**config.mk**
```make
export PLATFORM = sky130hd
export DESIGN_NAME = windowed_byte_rate_limiter
export DESIGN_NICKNAME = d
export VERILOG_FILES = /design/src/rtl/wrl_pkg.sv /design/src/rtl/wrl_seq.sv /design/src/rtl/windowed_byte_rate_limiter.sv
export SDC_FILE = /design/constraint.sdc
export NUM_CORES = 2
export LEC_CHECK = 0
export BUFFER_PORTS_ARGS = -buffer_cell sky130_fd_sc_hd__buf_2
export CAP_MARGIN = 20
export CORE_MARGIN = 1
export CORE_UTILIZATION = 60
export DETAILED_ROUTE_END_ITERATION = 12
export GPL_TIMING_DRIVEN = 0
export PLACE_DENSITY = 0.76
export SETUP_SLACK_MARGIN = 0.2
export SYNTH_ARGS = -nofsm -noshare
export SYNTH_HDL_FRONTEND = slang
export SYNTH_SLANG_ARGS = --single-unit
```
**constraint.sdc**
```tcl
create_clock -name clk -period 12 [get_ports clk]
set_clock_uncertainty 0.15 [all_clocks]
set_input_delay 1.2 -clock clk [delete_from_list [all_inputs] [get_ports clk]]
set_output_delay 1.2 -clock clk [all_outputs]
set_load 0.01 [all_outputs]
```
**src/rtl/wrl_pkg.sv**
```systemverilog
`timescale 1ns / 1ps
// Shared types, constants and microcode ROM for the windowed byte rate limiter.
package wrl_pkg;

  // Program counter and loop counter widths
  localparam int PC_W  = 4;
  localparam int CNT_W = 5;
  // Width of the signed intermediate sums (base, allowance sum, doubled base)
  localparam int T_W   = 50;

  // Configuration register indexes
  typedef logic [0:0] reg_idx_t;
  localparam reg_idx_t REG_RATE    = 1'b0;
  localparam reg_idx_t REG_MAX_PKT = 1'b1;

  // Divider setup: two quotient bits per step
  localparam logic [CNT_W-1:0] DIV_SC_LAST = 5'd31;  // 64-bit dividend
  localparam logic [31:0]      MS_PER_SEC  = 32'd1000;
  // floor(x / 1000) for any 32-bit x is (x * RECIP_1000) >> RECIP_SHIFT
  localparam logic [28:0]      RECIP_1000  = 29'h1062_4DD3;
  localparam int               RECIP_SHIFT = 38;

  // Datapath operations
  typedef logic [3:0] op_t;
  localparam op_t OP_NONE       = 4'd0;
  localparam op_t OP_LOAD       = 4'd1;
  localparam op_t OP_MUL_LO     = 4'd2;
  localparam op_t OP_MUL_HI     = 4'd3;
  localparam op_t OP_DIV_INIT   = 4'd4;
  localparam op_t OP_DIV_STEP   = 4'd5;
  localparam op_t OP_RATE_INIT  = 4'd6;
  localparam op_t OP_BASE       = 4'd7;
  localparam op_t OP_TSUM       = 4'd8;
  localparam op_t OP_CLOSE      = 4'd9;
  localparam op_t OP_WIN        = 4'd10;
  localparam op_t OP_PASS       = 4'd11;
  localparam op_t OP_RATE_SPLIT = 4'd12;
  localparam op_t OP_RATE_FRAC  = 4'd13;
  localparam op_t OP_RATE_FIX   = 4'd14;

  // Sequencer branch conditions
  typedef logic [2:0] cond_t;
  localparam cond_t C_NEXT    = 3'd0;  // fall through
  localparam cond_t C_JUMP    = 3'd1;  // always branch
  localparam cond_t C_WAIT_IN = 3'd2;  // hold until an input transfer
  localparam cond_t C_RATE0   = 3'd3;  // branch when limiting is off
  localparam cond_t C_INWIN   = 3'd4;  // branch when still inside the window
  localparam cond_t C_LOOP    = 3'd5;  // branch back until the divider is done
  localparam cond_t C_EMIT    = 3'd6;  // hold until the output slot is free, then branch

  typedef logic [PC_W-1:0] pc_t;
  localparam pc_t PC_IDLE   = 4'd0;
  localparam pc_t PC_DIV_SC = 4'd5;
  localparam pc_t PC_WIN    = 4'd13;
  localparam pc_t PC_PASS   = 4'd14;

  typedef struct packed {
    op_t   op;
    cond_t cond;
    pc_t   target;
  } ucode_t;

  typedef struct packed {
    logic in_fire;
    logic rate_zero;
    logic in_win;
    logic div_last;
    logic out_free;
  } stat_t;

  // Control store
  function automatic ucode_t ucode_rom(input pc_t pc);
    ucode_t w;
    unique case (pc)
      4'd0:    w = '{OP_LOAD,       C_WAIT_IN, PC_IDLE};
      4'd1:    w = '{OP_NONE,       C_RATE0,   PC_PASS};
      4'd2:    w = '{OP_MUL_LO,     C_INWIN,   PC_WIN};
      4'd3:    w = '{OP_MUL_HI,     C_NEXT,    PC_IDLE};
      4'd4:    w = '{OP_DIV_INIT,   C_NEXT,    PC_IDLE};
      4'd5:    w = '{OP_DIV_STEP,   C_LOOP,    PC_DIV_SC};
      4'd6:    w = '{OP_RATE_INIT,  C_NEXT,    PC_IDLE};
      4'd7:    w = '{OP_RATE_SPLIT, C_NEXT,    PC_IDLE};
      4'd8:    w = '{OP_RATE_FRAC,  C_NEXT,    PC_IDLE};
      4'd9:    w = '{OP_RATE_FIX,   C_NEXT,    PC_IDLE};
      4'd10:   w = '{OP_BASE,       C_NEXT,    PC_IDLE};
      4'd11:   w = '{OP_TSUM,       C_NEXT,    PC_IDLE};
      4'd12:   w = '{OP_CLOSE,      C_EMIT,    PC_IDLE};
      4'd13:   w = '{OP_WIN,        C_EMIT,    PC_IDLE};
      4'd14:   w = '{OP_PASS,       C_EMIT,    PC_IDLE};
      default: w = '{OP_NONE,       C_JUMP,    PC_IDLE};
    endcase
    return w;
  endfunction

endpackage

```
**src/rtl/wrl_seq.sv**
```systemverilog
`timescale 1ns / 1ps
// Microcode sequencer: step counter, control store lookup and branch logic.
module wrl_seq (
  input  logic            clk,
  input  logic            rst,
  input  wrl_pkg::stat_t  stat,
  output wrl_pkg::ucode_t ctrl
);
  import wrl_pkg::*;

  pc_t pc;
  pc_t pc_next;
  pc_t pc_inc;

  assign ctrl   = ucode_rom(pc);
  assign pc_inc = pc + 4'd1;

  // Next step selection
  always_comb begin
    unique case (ctrl.cond)
      C_NEXT:    pc_next = pc_inc;
      C_JUMP:    pc_next = ctrl.target;
      C_WAIT_IN: pc_next = stat.in_fire ? pc_inc : pc;
      C_RATE0:   pc_next = stat.rate_zero ? ctrl.target : pc_inc;
      C_INWIN:   pc_next = stat.in_win ? ctrl.target : pc_inc;
      C_LOOP:    pc_next = stat.div_last ? pc_inc : ctrl.target;
      C_EMIT:    pc_next = stat.out_free ? ctrl.target : pc;
      default:   pc_next = PC_IDLE;
    endcase
  end

  always_ff @(posedge clk) begin
    if (rst) begin
      pc <= PC_IDLE;
    end else begin
      pc <= pc_next;
    end
  end

endmodule

```
**src/rtl/windowed_byte_rate_limiter.sv**
```systemverilog
`timescale 1ns / 1ps
// Windowed byte rate limiter: top level with datapath and result register.
//
// Each input transfer carries a packet's timestamp and byte count; each yields
// exactly one result transfer saying whether the packet may go out and whether
// it opened a new counting window. Items are handled one at a time by a
// microcoded sequencer; in_tready is high only while the sequencer waits for
// work.
// Steps from input transfer to result valid:
//   limiting off (rate 0): the rate check, then the pass step
//   inside a window:       the rate check, the window check, then the window step
//   window close:          four setup steps, 32 divider steps (two
//                          quotient bits per cycle) for the rescaled byte
//                          count, four steps that scale the rate to one window
//                          with a reciprocal multiply, three for the allowance.
// A new item can be taken as soon as the previous result is registered.
// The result register holds a finished result while the receiver stalls; the
// sequencer parks on the emit step until that slot frees up.
// Reset (synchronous, rst) clears the window, byte count and allowance, sets
// the rate to 0 and max packet size to 1500; no clearing pass is needed.
// Configuration writes are taken on any cycle with cfg_wr_en high.
module windowed_byte_rate_limiter #(
  parameter int WINDOW_MS = 500
) (
  input  logic              clk,
  input  logic              rst,
  input  logic              in_tvalid,
  output logic              in_tready,
  input  logic [47:0]       in_tdata,    // [31:0] now_ms, [47:32] packet_bytes
  output logic              out_tvalid,
  input  logic              out_tready,
  output logic [7:0]        out_tdata,   // [0] admit, [1] window_restarted, [7:2] zero
  input  logic              cfg_wr_en,
  input  wrl_pkg::reg_idx_t cfg_index,
  input  logic [31:0]       cfg_wdata
);
  import wrl_pkg::*;

  localparam int               WIN_W    = $clog2(WINDOW_MS + 1);
  localparam logic [WIN_W-1:0] WIN_C    = WIN_W'(WINDOW_MS);
  localparam logic [31:0]      WIN_MS32 = 32'(WINDOW_MS);
  localparam logic signed [T_W-1:0] ALLOW_MAX_T = {3'b000, {47{1'b1}}};
  localparam logic signed [T_W-1:0] ALLOW_MIN_T = {3'b111, {47{1'b0}}};

  ucode_t ctrl;
  stat_t  stat;

  // Architectural state
  logic [31:0]        rate;
  logic [15:0]        mps;
  logic [31:0]        wstart;
  logic [47:0]        bsent;
  logic signed [47:0] allow;

  // Scratch registers
  logic [31:0]           now_r;
  logic [15:0]           pkt_r;
  logic [63:0]           acc;
  logic [31:0]           rem;
  logic [31:0]           dvsr;
  logic [CNT_W-1:0]      cnt;
  logic [47:0]           scaled;
  logic signed [T_W-1:0] base;
  logic signed [T_W-1:0] tval;
  logic                  admit_r;
  logic                  restart_r;

  logic [31:0]                   diff;
  logic [23+WIN_W:0]             p_lo;
  logic [23+WIN_W:0]             p_hi;
  logic [31:0]                   recip_in;
  logic [60:0]                   recip_prod;
  logic [63-RECIP_SHIFT:0]       q_ms;
  logic [63-RECIP_SHIFT+WIN_W:0] whole_ms;
  logic [9+WIN_W:0]              frac_ms;
  logic [32:0]                   r1;
  logic [32:0]                   r2;
  logic                          q1;
  logic                          q2;
  logic [31:0]                   r1m;
  logic [31:0]                   rem_step;
  logic [63:0]                   acc_step;
  logic signed [T_W-1:0]         cap;
  logic signed [T_W-1:0]         tmin;
  logic signed [47:0]            allow_new;
  logic [48:0]                   sum;
  logic [47:0]                   lim;
  logic                          fits;
  logic                          emit;

  wrl_seq u_seq (
    .clk  (clk),
    .rst  (rst),
    .stat (stat),
    .ctrl (ctrl)
  );

  // Handshake and status toward the sequencer
  assign in_tready      = (ctrl.cond == C_WAIT_IN);
  assign diff           = now_r - wstart;
  assign stat.in_fire   = in_tvalid && in_tready;
  assign stat.rate_zero = (rate == 32'd0);
  assign stat.in_win    = (diff < WIN_MS32);
  assign stat.div_last  = (cnt == '0);
  assign stat.out_free  = !out_tvalid || out_tready;
  assign emit = stat.out_free &&
                (ctrl.op == OP_CLOSE || ctrl.op == OP_WIN || ctrl.op == OP_PASS);

  // Partial products, each 24 bits by the WIN_W-bit window length
  assign p_lo = bsent[23:0] * WIN_C;
  assign p_hi = bsent[47:24] * WIN_C;

  // Per-window rate: rate = 1000 * q + r, so rate * W / 1000 = q * W + r * W / 1000.
  // One reciprocal multiplier serves both divisions by 1000.
  assign recip_in   = (ctrl.op == OP_RATE_FIX) ? rem : rate;
  assign recip_prod = recip_in * RECIP_1000;
  assign q_ms       = acc[63:RECIP_SHIFT];
  assign whole_ms   = q_ms * WIN_C;
  assign frac_ms    = rem[9:0] * WIN_C;

  // Restoring divider, two quotient bits per step
  always_comb begin
    r1       = {rem, acc[63]};
    q1       = (r1 >= {1'b0, dvsr});
    r1m      = q1 ? 32'(r1 - {1'b0, dvsr}) : r1[31:0];
    r2       = {r1m, acc[62]};
    q2       = (r2 >= {1'b0, dvsr});
    rem_step = q2 ? 32'(r2 - {1'b0, dvsr}) : r2[31:0];
    acc_step = {acc[61:0], q1, q2};
  end

  // New allowance: min against twice the base, then saturate to 48 bits
  always_comb begin
    cap  = base <<< 1;
    tmin = (tval < cap) ? tval : cap;
    if (tmin > ALLOW_MAX_T) begin
      allow_new = ALLOW_MAX_T[47:0];
    end else if (tmin < ALLOW_MIN_T) begin
      allow_new = ALLOW_MIN_T[47:0];
    end else begin
      allow_new = tmin[47:0];
    end
  end

  // Inside-window check; a negative allowance counts as zero
  always_comb begin
    sum  = {1'b0, bsent} + {33'd0, pkt_r};
    lim  = allow[47] ? 48'd0 : allow;
    fits = (sum <= {1'b0, lim});
  end

  // Configuration and window state
  always_ff @(posedge clk) begin
    if (rst) begin
      rate   <= 32'd0;
      mps    <= 16'd1500;
      wstart <= 32'd0;
      bsent  <= 48'd0;
      allow  <= 48'sd0;
    end else begin
      if (cfg_wr_en) begin
        unique case (cfg_index)
          REG_RATE:    rate <= cfg_wdata;
          REG_MAX_PKT: mps  <= cfg_wdata[15:0];
        endcase
      end
      if (emit && ctrl.op == OP_CLOSE) begin
        allow  <= allow_new;
        bsent  <= {32'd0, pkt_r};
        wstart <= now_r;
      end else if (emit && ctrl.op == OP_WIN && fits) begin
        bsent  <= sum[47:0];
      end
    end
  end

  // Datapath steps driven by the control word
  always_ff @(posedge clk) begin
    unique case (ctrl.op)
      OP_LOAD: begin
        if (stat.in_fire) begin
          now_r <= in_tdata[31:0];
          pkt_r <= in_tdata[47:32];
        end
      end
      OP_MUL_LO: acc <= 64'(p_lo);
      OP_MUL_HI: acc <= acc + (64'(p_hi) << 24);
      OP_DIV_INIT: begin
        rem  <= 32'd0;
        dvsr <= diff;
        cnt  <= DIV_SC_LAST;
      end
      OP_DIV_STEP: begin
        acc <= acc_step;
        rem <= rem_step;
        cnt <= cnt - 5'd1;
      end
      OP_RATE_INIT: begin
        scaled <= acc[47:0];
        acc    <= 64'(recip_prod);
      end
      // whole bytes per millisecond times the window, and the leftover bytes per second
      OP_RATE_SPLIT: begin
        rem  <= rate - q_ms * MS_PER_SEC;
        base <= T_W'(whole_ms);
      end
      OP_RATE_FRAC: rem <= 32'(frac_ms);
      OP_RATE_FIX:  acc <= 64'(recip_prod);
      OP_BASE: base <= $signed(base + T_W'(q_ms) + T_W'(mps) - T_W'(1));
      OP_TSUM: tval <= base + $signed({{(T_W-48){allow[47]}}, allow})
                            - $signed({{(T_W-48){1'b0}}, scaled});
      default: ;
    endcase
  end

  // Result register
  always_ff @(posedge clk) begin
    if (rst) begin
      out_tvalid <= 1'b0;
    end else if (emit) begin
      out_tvalid <= 1'b1;
    end else if (out_tready) begin
      out_tvalid <= 1'b0;
    end
  end

  always_ff @(posedge clk) begin
    if (emit) begin
      admit_r   <= (ctrl.op != OP_WIN) || fits;
      restart_r <= (ctrl.op == OP_CLOSE);
    end
  end

  assign out_tdata = {6'd0, restart_r, admit_r};

  // A restarted window always admits its packet
  a_restart_admits: assert property (@(posedge clk) disable iff (rst)
    out_tvalid |-> (!out_tdata[1] || out_tdata[0]))
    else $error("window restart without admit");

  // Byte count never leaves the positive allowance range
  a_bsent_range: assert property (@(posedge clk) disable iff (rst)
    !bsent[47])
    else $error("bytes sent overflowed allowance range");

  // Sequencer leaves the wait step right after taking an item
  a_busy_after_take: assert property (@(posedge clk) disable iff (rst)
    (in_tvalid && in_tready) |=> !in_tready)
    else $error("input accepted twice in a row");

  // Partial remainder stays below the divisor during division
  a_rem_bound: assert property (@(posedge clk) disable iff (rst)
    (ctrl.op == OP_DIV_STEP) |-> (rem < dvsr))
    else $error("divider remainder out of range");

endmodule
```
==> reports/metrics.cfg <==
[timing]
tns_ns=0
fmax_ghz=0.0888
worstMarginPinSlew_ns=1.18
finalCriticalPeriod_ns=11.26
slew_headroom=0.211
setup_violations=0
hold_viol=0
finalMaxSlewViolations=0
post-route-period-util=0.939
rsz0062_at_grt=false

[synth]
yosys-top-cells-area=fa_1 20%, ha_1 19%, edfxtp_1 15%, inv_1 6.5%, dfxtp_1 5.7%
synth-seq-cells=523
syn_area_um2=67500
ys.flop_type=edfxtp_1
yosysUniqueCellTypes=91
avgSynthCellArea_um2=9.44
async_flop_share=0
synth_cells=7146
ys_seq_area_frac=0.204
yosysTopAreaCellShare=0.197
yosysTopAreaCell=fa_1
synth_edf_count=331
yosysWarnings=0

[die]
core_um2=111000
fp.dieArea_um2=114000
ios=96
start_util=0.607
rows=122
die_h_um=337
die_w_um=337

[setup_path]
slowest_delay_ns=0.88
setup.worst_path.start_class=flop
crit_fanout=10
crit_buf_inv=9
path_depth=31
r2r-end=acc[59]
r2r_start=u_seq.ctrl[8]
slowest_stage=mux2i_1
r2r_slack_ns=0.74
path_class=reg -> reg
startpoint=u_seq.ctrl[8]
cp-endpoint=acc[59]
crit_path_end_kind=flop
r2r.worst_path.cells=31
critical-path-top-delay-family=adder cells
required_ns=12.24
arrival_ns=11.50

[cts]
cts_root_buffer=clkbuf_16
cts_made_buffers=66
clockBufferDepth=3
clkTransAtPathRegs_ns=0.06
clock_latency_ns=0.70
cts_hold_buf=0
cts_setup_buffers=0
cts_sinks=523
cts_tree=done
htreeDepth=3

[layout]
layout-drive-gt1-share=0.0458
fin_cells=8886
final_common_cell=inv_1
mostFrequentLayoutCells=1,168 x inv_1, 1,050 x ha_1, 664 x fa_1
syn2layout_area_growth_pct=7.64
nets=9140

[routing]
drtAntennaViolNets=0
wl_per_cell_um=23.5
vias_per_cell=6.09
drc=0
vias=54100
drt_iter0_drc=4769
drt_first_pass_iters=6
routed_wl_um=209000

[status]
outcome=finished clean

[placement]
gp_congestion=1.01
numPlacedInstances=8758
io_buffers=89
dp_hpwl_um=175000

[global_route]
grt_pass1_vias=53500
grt_overflow=0
grt_pass1_wl_um=317000
grt_max_degree=39
track_usage=0.371
antenna_found_initial=6

[worst_hold_path]
hp-class=reg -> reg

[run]
cap_violations=0

-- per-layer routing --
layer,global-route usage,routed length [µm],vias up
met5,0,11,-
met4,0.223,15100,2
met3,0.0758,17500,514
met2,0.578,91600,2186
met1,0.478,84600,26200
li1,-,-,25200
-- tightest hold or removal path, cell delays in order (launching register included) --
cell     delay [ns]
dfxtp_1        0.31
nand2_1        0.05
a21oi_1        0.05
-- sequential cells by signal, indices dropped and copies added (netlist names) --
register,count
pkt_r,16
restart_r,1
wstart,32
now_r,32
out_tvalid,1
allow,48
tval,50
base,50
mps,16
u_seq.ctrl,11
admit_r,1
u_seq.pc,4
cnt,5
rem,32
rate,32
acc,64
bsent,48
dvsr,32
scaled,48
-- how the worst min path moves through the flow --
stage                             to        from  depth (start not counted)  slack (ns)
after floorplan            scaled[0]      acc[0]                          0        0.28
after global placement     wstart[9]   wstart[9]                          2        0.29
after detailed placement  scaled[10]     acc[10]                          0        0.29
after CTS                 scaled[10]     acc[10]                          0        0.30
after global routing       scaled[8]      acc[8]                          0        0.32
final                     wstart[21]  wstart[21]                          2        0.31
-- metrics by stage --
step	cell area (µm²)	hold slack [ns]	util	worst slack [ns]
5_1_grt	72600	0.319	0.654	0.322
3_3_place_gp	69800	0.292	0.628	0.0380
4_1_cts	72600	0.304	0.653	0.236
6_report	72600	0.305	0.654	0.735
3_5_place_dp	70300	0.291	0.632	0.225
2_1_floorplan	67500	0.275	-	2.63
-- synth_stat cells (12+ instances only) --
master       n
o21a_1      72
a211o_1     19
clkbuf_1   138
nor3_1      94
mux2i_1     73
and2_1      30
and3_1      44
dfxtp_1    192
xnor2_1    293
o31ai_1     31
a21o_1     243
o22ai_1     26
nor2_1     306
fa_1       664
a22oi_1    100
xor2_1     125
o211ai_1    26
nand2b_1    69
nor4_1      29
a31oi_1     45
nand4_1     58
or3_1       45
a21boi_0    19
or2_2       12
nor2b_1     76
o21ai_0    318
inv_1     1168
a221oi_1    60
a211oi_1    58
edfxtp_1   331
nand2_1    461
nor3b_1     13
ha_1      1050
o221ai_1    13
mux2_2      24
o21bai_1    50
nand3_1    103
a21oi_1    451
-- cells by family (layout without fill, tap and decap cells) --
group | count (synthesis) | count (layout) | synth area share
other | 1 | 10 | 0.0000556
AND/OR/NAND/NOR | 1388 | 1388 | 0.0984
buffers and inverters | 1331 | 1574 | 0.0748
multiplexers | 97 | 97 | 0.0148
adder cells (fa/ha/maj) | 1714 | 1714 | 0.392
AO/OA/AOI/OAI | 1674 | 1674 | 0.162
flip-flops | 523 | 523 | 0.204
XOR/XNOR | 418 | 418 | 0.0542
-- final cells by class --
type                            instances  area [µm²]
Clock inverter                         40         505
Antenna cell                            4        10.0
Inverter                             1172        4400
Buffer                                159         656
Sequential cell                       523       13800
Clock buffer                           82        1800
Timing Repair Buffer                  121         855
Fill cell                            9088       38500
Tap cell                             1488        1860
Multi-Input combinational cell       5297       48800
-- what timing repair did --
action,4_1_cts,5_1_grt
gates resized for setup,2,7
endpoints found under the setup margin,1,9
cloned,0,0
endpoints found under the hold margin,0,0
Power is not shown: default switching activity piles up to over one toggle a cycle in this logic, so the estimate is an artifact.
